[src/rtl/core/skct_pkg.sv]
package skct_pkg;

    localparam int DEPTH_DEF       = 16;
    localparam int HANDLE_BITS_DEF = 16;

    localparam logic [1:0] FUNC_LOOKUP = 2'd0;
    localparam logic [1:0] FUNC_INSERT = 2'd1;
    localparam logic [1:0] FUNC_REMOVE = 2'd2;

    localparam logic [1:0] ST_OK       = 2'd0;
    localparam logic [1:0] ST_FULL     = 2'd1;
    localparam logic [1:0] ST_NOTFOUND = 2'd2;
    localparam logic [1:0] ST_DUP      = 2'd3;

    typedef struct packed {
        logic [1:0]  func;
        logic [7:0]  key;
        logic [15:0] child_in;
    } req_t;

    typedef struct packed {
        logic        hit;
        logic [15:0] child_out;
        logic [1:0]  status;
        logic [4:0]  entry_count;
    } rsp_t;

    typedef struct packed {
        logic capture;
        logic compare;
        logic execute;
    } ctl_t;

endpackage

[src/rtl/core/skct_ctrl.sv]
module skct_ctrl (
    input  logic          clk,
    input  logic          rst_n,
    input  logic          start,
    output logic          busy,
    output skct_pkg::ctl_t ctl
);
    import skct_pkg::*;

    localparam logic [1:0] S_IDLE = 2'd0;
    localparam logic [1:0] S_CMP  = 2'd1;
    localparam logic [1:0] S_EXEC = 2'd2;

    logic [1:0] state_reg;
    logic [1:0] state_next;

    always_comb
    begin
        state_next = state_reg;
        case (state_reg)
            S_IDLE:
            begin
                if (start)
                begin
                    state_next = S_CMP;
                end
            end
            S_CMP:   state_next = S_EXEC;
            S_EXEC:  state_next = S_IDLE;
            default: state_next = S_IDLE;
        endcase
    end

    always_ff @(posedge clk or negedge rst_n)
    begin
        if (!rst_n)
        begin
            state_reg <= S_IDLE;
        end
        else
        begin
            state_reg <= state_next;
        end
    end

    assign busy        = (state_reg != S_IDLE);
    assign ctl.capture = start && (state_reg == S_IDLE);
    assign ctl.compare = (state_reg == S_CMP);
    assign ctl.execute = (state_reg == S_EXEC);

endmodule

[src/rtl/core/skct_dp.sv]
module skct_dp #(
    parameter int DEPTH       = skct_pkg::DEPTH_DEF,
    parameter int HANDLE_BITS = skct_pkg::HANDLE_BITS_DEF
) (
    input  logic           clk,
    input  logic           rst_n,
    input  skct_pkg::ctl_t ctl,
    input  skct_pkg::req_t req,
    output logic           done,
    output skct_pkg::rsp_t rsp
);
    import skct_pkg::*;

    localparam int CW = $clog2(DEPTH + 1);

    req_t                   req_reg;
    logic [7:0]             key_reg [DEPTH];
    logic [HANDLE_BITS-1:0] hdl_reg [DEPTH];
    logic [7:0]             key_next [DEPTH];
    logic [HANDLE_BITS-1:0] hdl_next [DEPTH];
    logic [CW-1:0]          count_reg;
    logic [CW-1:0]          count_next;
    logic [DEPTH-1:0]       lt_reg;
    logic [DEPTH-1:0]       eq_reg;
    logic                   done_reg;
    rsp_t                   rsp_reg;
    rsp_t                   rsp_next;

    logic [63:0]            child_wide;
    logic [HANDLE_BITS-1:0] child_h;
    logic [HANDLE_BITS-1:0] found_h;
    logic [63:0]            found_wide;
    logic [31:0]            count_wide;
    logic                   found;
    logic                   is_ins;
    logic                   is_rem;
    logic                   ins_ok;
    logic                   rem_ok;

    assign child_wide = 64'(req_reg.child_in);
    assign child_h    = child_wide[HANDLE_BITS-1:0];

    always_comb
    begin
        found_h = '0;
        for (int i = 0; i < DEPTH; i++)
        begin
            found_h = found_h | (hdl_reg[i] & {HANDLE_BITS{eq_reg[i]}});
        end
    end

    assign found  = |eq_reg;
    assign is_ins = (req_reg.func == FUNC_INSERT);
    assign is_rem = (req_reg.func == FUNC_REMOVE);
    assign ins_ok = is_ins && !found && (count_reg < CW'(DEPTH));
    assign rem_ok = is_rem && found;

    // each cell keeps, takes the new pair, or takes a neighbor
    for (genvar g = 0; g < DEPTH; g++)
    begin : g_cell
        logic below_lt;
        logic [7:0]             up_key;
        logic [HANDLE_BITS-1:0] up_hdl;
        logic [7:0]             dn_key;
        logic [HANDLE_BITS-1:0] dn_hdl;

        if (g == 0)
        begin : g_first
            assign below_lt = 1'b1;
            assign dn_key   = '0;
            assign dn_hdl   = '0;
        end
        else
        begin : g_rest
            assign below_lt = lt_reg[g-1];
            assign dn_key   = key_reg[g-1];
            assign dn_hdl   = hdl_reg[g-1];
        end

        if (g == DEPTH - 1)
        begin : g_top
            assign up_key = '0;
            assign up_hdl = '0;
        end
        else
        begin : g_mid
            assign up_key = key_reg[g+1];
            assign up_hdl = hdl_reg[g+1];
        end

        always_comb
        begin
            key_next[g] = key_reg[g];
            hdl_next[g] = hdl_reg[g];
            if (ins_ok && !lt_reg[g])
            begin
                if (below_lt)
                begin
                    key_next[g] = req_reg.key;
                    hdl_next[g] = child_h;
                end
                else
                begin
                    key_next[g] = dn_key;
                    hdl_next[g] = dn_hdl;
                end
            end
            else if (rem_ok && !lt_reg[g])
            begin
                key_next[g] = up_key;
                hdl_next[g] = up_hdl;
            end
        end
    end

    always_comb
    begin
        count_next = count_reg;
        if (ins_ok)
        begin
            count_next = count_reg + CW'(1);
        end
        else if (rem_ok)
        begin
            count_next = count_reg - CW'(1);
        end
    end

    assign found_wide = 64'(found_h);
    assign count_wide = 32'(count_next);

    always_comb
    begin
        rsp_next.hit         = found;
        rsp_next.child_out   = found_wide[15:0];
        rsp_next.entry_count = count_wide[4:0];
        rsp_next.status      = ST_OK;
        if (is_ins)
        begin
            if (found)
            begin
                rsp_next.status = ST_DUP;
            end
            else if (!ins_ok)
            begin
                rsp_next.status = ST_FULL;
            end
        end
        else if (is_rem && !found)
        begin
            rsp_next.status = ST_NOTFOUND;
        end
    end

    always_ff @(posedge clk)
    begin
        if (ctl.capture)
        begin
            req_reg <= req;
        end
        if (ctl.execute)
        begin
            rsp_reg <= rsp_next;
        end
    end

    always_ff @(posedge clk or negedge rst_n)
    begin
        if (!rst_n)
        begin
            lt_reg <= '0;
            eq_reg <= '0;
        end
        else if (ctl.compare)
        begin
            for (int i = 0; i < DEPTH; i++)
            begin
                lt_reg[i] <= (CW'(i) < count_reg) && (key_reg[i] < req_reg.key);
                eq_reg[i] <= (CW'(i) < count_reg) && (key_reg[i] == req_reg.key);
            end
        end
    end

    always_ff @(posedge clk or negedge rst_n)
    begin
        if (!rst_n)
        begin
            count_reg <= '0;
            done_reg  <= 1'b0;
            for (int i = 0; i < DEPTH; i++)
            begin
                key_reg[i] <= '0;
                hdl_reg[i] <= '0;
            end
        end
        else
        begin
            done_reg <= ctl.execute;
            if (ctl.execute)
            begin
                count_reg <= count_next;
                for (int i = 0; i < DEPTH; i++)
                begin
                    key_reg[i] <= key_next[i];
                    hdl_reg[i] <= hdl_next[i];
                end
            end
        end
    end

    assign done = done_reg;
    assign rsp  = rsp_reg;

endmodule

[src/rtl/core/sorted_key_child_table.sv]
// Steps: an accepted item is captured, then the parallel key compare in every
// cell is registered, then the cell row is shifted/updated and the result is
// registered; done then strobes, and the result is taken while done is high, when
// the next item can already be accepted. busy is high in between.
// Reset (rst_n low, asynchronous) empties the table and clears all cells.
// Results are shown for one cycle; the receiver cannot stall them.
module sorted_key_child_table #(
    parameter int DEPTH       = skct_pkg::DEPTH_DEF,
    parameter int HANDLE_BITS = skct_pkg::HANDLE_BITS_DEF
) (
    input  logic           clk,
    input  logic           rst_n,
    input  logic           start,
    output logic           busy,
    input  skct_pkg::req_t req,
    output logic           done,
    output skct_pkg::rsp_t rsp
);
    import skct_pkg::*;

    ctl_t ctl;

    skct_ctrl u_ctrl (
        .clk   (clk),
        .rst_n (rst_n),
        .start (start),
        .busy  (busy),
        .ctl   (ctl)
    );

    skct_dp #(
        .DEPTH       (DEPTH),
        .HANDLE_BITS (HANDLE_BITS)
    ) u_dp (
        .clk   (clk),
        .rst_n (rst_n),
        .ctl   (ctl),
        .req   (req),
        .done  (done),
        .rsp   (rsp)
    );

    a_done_idle: assert property (@(posedge clk) disable iff (!rst_n)
        done |-> !busy)
        else $error("result strobed while busy");

    a_accept_busy: assert property (@(posedge clk) disable iff (!rst_n)
        (start && !busy) |=> busy)
        else $error("accepted item did not raise busy");

    a_latency: assert property (@(posedge clk) disable iff (!rst_n)
        (start && !busy) |-> ##3 done)
        else $error("result missing three cycles after accept");

    a_full_no_hit: assert property (@(posedge clk) disable iff (!rst_n)
        (done && rsp.status == ST_FULL) |-> !rsp.hit)
        else $error("full status reported for a present key");

endmodule

[config.mk]
export PLATFORM = sky130hd
export DESIGN_NAME = sorted_key_child_table
export DESIGN_NICKNAME = d
export VERILOG_FILES = /design/src/rtl/core/skct_pkg.sv /design/src/rtl/core/skct_ctrl.sv /design/src/rtl/core/skct_dp.sv /design/src/rtl/core/sorted_key_child_table.sv
export SDC_FILE = /design/constraint.sdc
export NUM_CORES = 2
export LEC_CHECK = 0
export ABC_AREA = 1
export BUFFER_PORTS_ARGS = -buffer_cell sky130_fd_sc_hd__buf_2
export CORE_UTILIZATION = 55
export CTS_CLUSTER_DIAMETER = 120
export CTS_CLUSTER_SIZE = 12
export DETAILED_ROUTE_END_ITERATION = 8
export GPL_TIMING_DRIVEN = 0
export MAX_ROUTING_LAYER = met4
export PLACE_DENSITY = 0.71
export SKIP_LAST_GASP = 1
export SLEW_MARGIN = 20
export SYNTH_ARGS = -nofsm -noshare
export SYNTH_HDL_FRONTEND = slang
export SYNTH_SLANG_ARGS = --single-unit
[constraint.sdc]
create_clock -name clk -period 3.6 [get_ports clk]
set_input_delay 0.72 -clock clk [delete_from_list [all_inputs] [get_ports clk]]
set_output_delay 0.72 -clock clk [all_outputs]
set_load 0.1 [all_outputs]
### Yosys cells after proc, flatten, opt, wreduce, memory -nomap -nowiden

Cells that the tools add are included.

| storage, ports and cells | value |
|---|---|
| bits in registers | 474 |
| input bits | 29 |
| word-level logic and storage cells | 354 |

| operators by class | value |
|---|---|
| add/subtract/negate cells | 2 |
| magnitude comparators | 33 |
| equal/unequal tests | 21 |
| multiplexer cells | 102 |
| bitwise gates (word level) | 31 |
| reductions and logical operators | 121 |

Operators with widths:

| kind | number |
|---|---|
| $mux W16 | 47 |
| $mux W8 | 47 |
| $and A16 B16 Y16 | 16 |
| $or A16 B16 Y16 | 15 |
| $eq A8 B8 Y1 | 16 |
| $lt A8 B8 Y1 | 16 |
| $logic_and A1 B1 Y1 | 69 |
| $lt A4 B5 Y1 const A | 8 |
| $reduce_bool A2 Y1 | 17 |
| $reduce_and A2 Y1 | 16 |
| $lt A3 B5 Y1 const A | 4 |
| $logic_not A1 Y1 | 17 |
| $reduce_or A16 Y1 | 1 |
| $lt A1 B5 Y1 const A | 2 |
| $lt A2 B5 Y1 const A | 2 |
| $mux W5 | 2 |
| $mux W2 | 4 |
| $add A5 B1 Y5 const B | 1 |
| $lt A5 B5 Y1 const B | 1 |
| $sub A5 B1 Y5 const B | 1 |
| $eq A2 B1 Y1 const B | 2 |
| $eq A2 B2 Y1 const B | 2 |
| $pmux W2 S2 | 1 |
| $logic_not A2 Y1 | 1 |
| 2 further kinds | 2 |

### Longest topological paths before layout

| depth | value |
|---|---|
| word-level depth | 16 |
| gate-level depth with buffers | 14 |
| gate-level depth less buffers | 11 |

### Hierarchy

A second synthesis with hierarchy kept.

| second synthesis, totals | value |
|---|---|
| cell total of the unflattened synthesis | 4956 |
| area total of the unflattened synthesis | 32877.8 um2 |

By module, submodules not included:

| module | instances | cells an instance | area an instance (um2) |
|---|---|---|---|
| skct_dp | 1 | 4944 | 32783.9 |
| skct_ctrl | 1 | 12 | 93.8 |

### Worst setup path before layout

Ideal clock, no wire load.

| timing path | value |
|---|---|
| path type | reg2reg |
| start | register u_ctrl.state_reg[0] |
| end | register u_dp.req_reg, in the netlist u_dp.child_h[0], enable pin |
| arrival time | 2.361 ns |
| data required time | 3.191 ns |
| slack | 0.830 ns |
| stages on the path, launching flop included | 4 |
| path buffers | 0 |
| clock period less this slack | 2.770 ns |
| path through | dfrtp_1 > inv_1 > nand2_1 > nor2_1 |

RTL lines:

| what | line | source |
|---|---|---|
| start, declared | skct_ctrl.sv:14 | `logic [1:0] state_reg;` |
| start signal, assigned | skct_ctrl.sv:42 | `state_reg <= state_next;` |
| end signal, assigned | skct_dp.sv:159 | `req_reg <= req;` |
| end, declared | skct_dp.sv:16 | `req_t req_reg;` |

### Final worst setup path

| timing path | value |
|---|---|
| start | register u_dp.req_reg[25] (netlist name) |
| end | register u_dp.hdl_reg, in the netlist u_dp.g_cell[13].up_hdl[8] |

| between the ends | value |
|---|---|
| longest elaborated chain between the ends | 6 |
| elaborated cells on any way between the ends | 10 |
| classes of those cells | eq/ne: 2; mux: 1; reduce/logical: 7 |

RTL lines:

| what | line | source |
|---|---|---|
| $eq A2 B1 Y1 | skct_dp.sv:53 | `assign is_ins = (req_reg.func == FUNC_INSERT);` |
| $logic_and A1 B1 Y1 (2 in a row) | skct_dp.sv:55 | `assign ins_ok = is_ins && !found && (count_reg < CW'(DEPTH));` |
| $logic_and A1 B1 Y1 | skct_dp.sv:95 | `if (ins_ok && !lt_reg[g])` |
| $reduce_bool A2 Y1 (no line) | - |  |
| $reduce_and A2 Y1 (no line) | - |  |
| end signal, assigned by index | skct_dp.sv:205 | `hdl_reg[i] <= hdl_next[i];` |
| end, declared | skct_dp.sv:18 | `logic [HANDLE_BITS-1:0] hdl_reg [DEPTH];` |

Several ways; a longest one is shown, not always the timed one.
A chain may end at the register's enable or synchronous reset.

==> flow_metrics.py <==
metrics = {
    "outcome": {
        "status": "completed",
    },
    "critical_path": {
        "r2r_start": "u_dp.req_reg[25]",
        "cp_max_fo": 10,
        "critPathLaunch": "u_dp.req_reg[25]",
        "start_kind": "register",
        "end_kind": "register",
        "rrSetupSlack_ps": 410,
        "crit_type": "reg2reg",
        "crit_path_end": "u_dp.g_cell[13].up_hdl[8]",
        "r2r_cells": 7,
        "cp.arrival_ps": 3740,
        "crit_required_ps": 4150,
        "r2r-end": "u_dp.g_cell[13].up_hdl[8]",
    },
    "floorplan": {
        "pin_count": 55,
        "chipHeight_um": 246,
        "placementRows": 89,
        "die_x_um": 246,
        "die-area_sq_mm": 0.0605,
        "initial_utilization_pct": 55.6,
        "core_area_sq_mm": 0.0589,
    },
    "yosys": {
        "avgSynthCellArea_sq_um": 6.60,
        "yosys.area.top_type": "nand2_1",
        "syn_inst": 4961,
        "asyncSetResetFlopFracSynth_pct": 89.5,
        "ys_types": 43,
        "syn_area_sq_mm": 0.0328,
        "synth.net_count": 5121,
        "synth_edf_count": 50,
        "yosysTopAreaCellShare_pct": 32.5,
        "ys.flop_type": "dfrtp_1",
        "netlist_top_cells_area": "nand2_1, dfrtp_1, nand4_1, ha_1, edfxtp_1",
        "yosys_warnings": 0,
        "synth-seq-cells": 474,
        "yosysSeqAreaShare_pct": 37.0,
    },
    "cells_and_area": {
        "final_nets": 5227,
        "stdcell_count": 5861,
        "syn_to_final_growth_pct": 8.13,
        "largest_register_ffs": 208,
        "nFillCells": 5842,
        "final_layout_size_suffix_gt1_share_pct": 5.52,
    },
    "timing": {
        "slew_violations": 0,
        "hold_slack_ps": 118,
        "setup_violations": 0,
        "hold_violations": 0,
        "rsz0062_at_grt": "false",
        "min_period_over_period_pct": 88.7,
        "maxSlewHeadroom_pct": 27.5,
        "fin_crit_ps": 3190,
        "finClkSkew_ps": 31.1,
        "tightest_slew_ps": 1090,
        "max_freq_mhz": 313,
    },
    "place": {
        "dpl.cell_count": 5793,
        "dp.final_hpwl_mm": 105,
        "port_buffers": 54,
        "place.gp.congestion": 1.06,
    },
    "clocking": {
        "h-tree-depth": 2,
        "cts.sinks": 474,
        "cts_resized": 0,
        "clk_path_buf_depth": 3,
        "cts_root_buf": "clkbuf_16",
        "cts_made_buffers": 45,
        "insertion_delay_ps": 630,
        "cts_tree": "yes",
        "hold_buffers": 0,
        "post-cts-setup-buffers": 0,
        "path_clk_slew_ps": 80,
    },
    "run": {
        "maxCapViolCount": 0,
    },
    "drt": {
        "route.detailed.wl_per_inst_um": 22.8,
        "postRouteAntennaNets": 0,
        "wl_mm": 134,
        "vias": 35700,
        "first_iter_violations": 4952,
        "viasPerCell": 6.09,
        "drtPass1Iterations": 8,
        "drc": 0,
    },
    "grt": {
        "antenna_found_initial": 2,
        "grt_pass1_vias": 32400,
        "grt_usage_pct": 45.6,
        "grt_max_degree": 97,
        "grt.overflow.total": 0,
        "grt_first_pass_wirelength_mm": 201,
    },
    "min_path": {
        "hp-class": "in2async",
    },
    "power_and_ir_drop": {
        "p_leak_nw": 18.9,
        "power.density_mw_per_mm2": 424,
        "vdd_drop_max_v": 0.000486,
        "power.total_mw": 15.0,
    },
}
## cell usage after synthesis (7+ instances only)
master     count
buf_6         44
o2111ai_1      8
edfxtp_1      50
a21oi_1       65
buf_1         17
nor2_1        51
clkbuf_1     231
o22ai_1       15
nor3_1        12
dfrtp_1      424
nand4_1      389
a211oi_1       8
a221oi_1      32
buf_2         79
ha_1         131
o21ai_0      270
nand3_1       76
nand3_4       10
nand2_1     2836
nor2_4         7
inv_1        144
## stage by stage
step	area [sq um]	setup TNS, ps	util, %	setup slack (ps)
after floorplan	32800	0	-	830
after global placement	34000	-3203890	57.7	-7340
after detailed placement	34200	0	58.0	573
after CTS	35400	0	60.1	549
after global routing	35400	0	60.1	382
final	35400	0	60.1	405
## final cells by class
cell class                 count  area, sq um  share of cell area [%]
clock buffer                  64         1240                    3.50
inverter                     151          567                    1.60
clock inverter                 2         17.5                  0.0495
multi-input combinational   3954        18100                    51.2
buffer                       382         1950                    5.52
sequential                   474        12100                    34.2
antenna                        2         5.00                  0.0141
tap                          773          967                    2.73
timing repair buffer          59          410                    1.16
## power by group
part	switching (mW)	internal [mW]	total, mW
clock	2.26	2.37	4.63
sequential	0.392	5.75	6.14
combinational	3.19	1.04	4.23
## worst min path at each step
stage	slack, ps	start	endpoint	cells after the start
floorplan	420	rst_n	u_ctrl.state_reg[0]	0
global placement	470	u_dp.g_cell[1].dn_key[0]	u_dp.g_cell[1].dn_key[0]	2
detailed placement	470	u_dp.g_cell[1].dn_key[0]	u_dp.g_cell[1].dn_key[0]	2
CTS	150	rst_n	u_dp.g_cell[1].dn_hdl[9]	1
global route	190	rst_n	u_dp.g_cell[1].dn_hdl[9]	1
finish	120	rst_n	u_dp.g_cell[1].dn_hdl[9]	1
## cells by family after synthesis
family	share of synthesized area (%)
compound gates	7.05
fa+ha+maj	5.00
xor+xnor	0.160
flops	37.0
simple gates	43.2
buf+inv	7.66
## worst max-delay path: stages (launching register included)
cell      delay [ps]
edfxtp_1         420
nor2_1           740
clkbuf_1         600
clkbuf_1         870
nand4_1          240
nand2_1          130
nand2_1           60
nand2_1           60
## placed cells by master (no fill, tap or decap), drive strengths merged
| master | Yosys | routed |
|---|---|---|
| o21ai | 273 | 273 |
| dfrtp | 424 | 424 |
| nor2 | 63 | 63 |
| ha | 131 | 131 |
| nand4 | 389 | 389 |
| clkinv | 6 | 7 |
| a211oi | 8 | 8 |
| o22ai | 15 | 15 |
| o32ai | 2 | 2 |
| nand3b | 5 | 5 |
| o31ai | 2 | 2 |
| o21a | 1 | 1 |
| nor2b | 1 | 1 |
| a31oi | 1 | 1 |
| a221oi | 32 | 32 |
| xor2 | 6 | 6 |
| nand2 | 2840 | 2840 |
| nor3 | 13 | 13 |
| nor4 | 4 | 4 |
| clkbuf | 231 | 295 |
| o41ai | 3 | 3 |
| nand3 | 87 | 87 |
| o2111ai | 8 | 8 |
| inv | 145 | 146 |
| diode | 0 | 2 |
| a21oi | 65 | 65 |
| buf | 151 | 210 |
| o211ai | 4 | 4 |
| a32o | 1 | 1 |
| edfxtp | 50 | 50 |
## layer usage
layer	up-vias	GRT usage (%)	share of wire, %
met5	-	-	0
met4	0	24.9	6.3
met3	338	7.48	11
met2	2236	61.5	40
met1	16800	64.5	42
li1	16300	-	-
No activity file was read; power rests on OpenSTA's default activity.
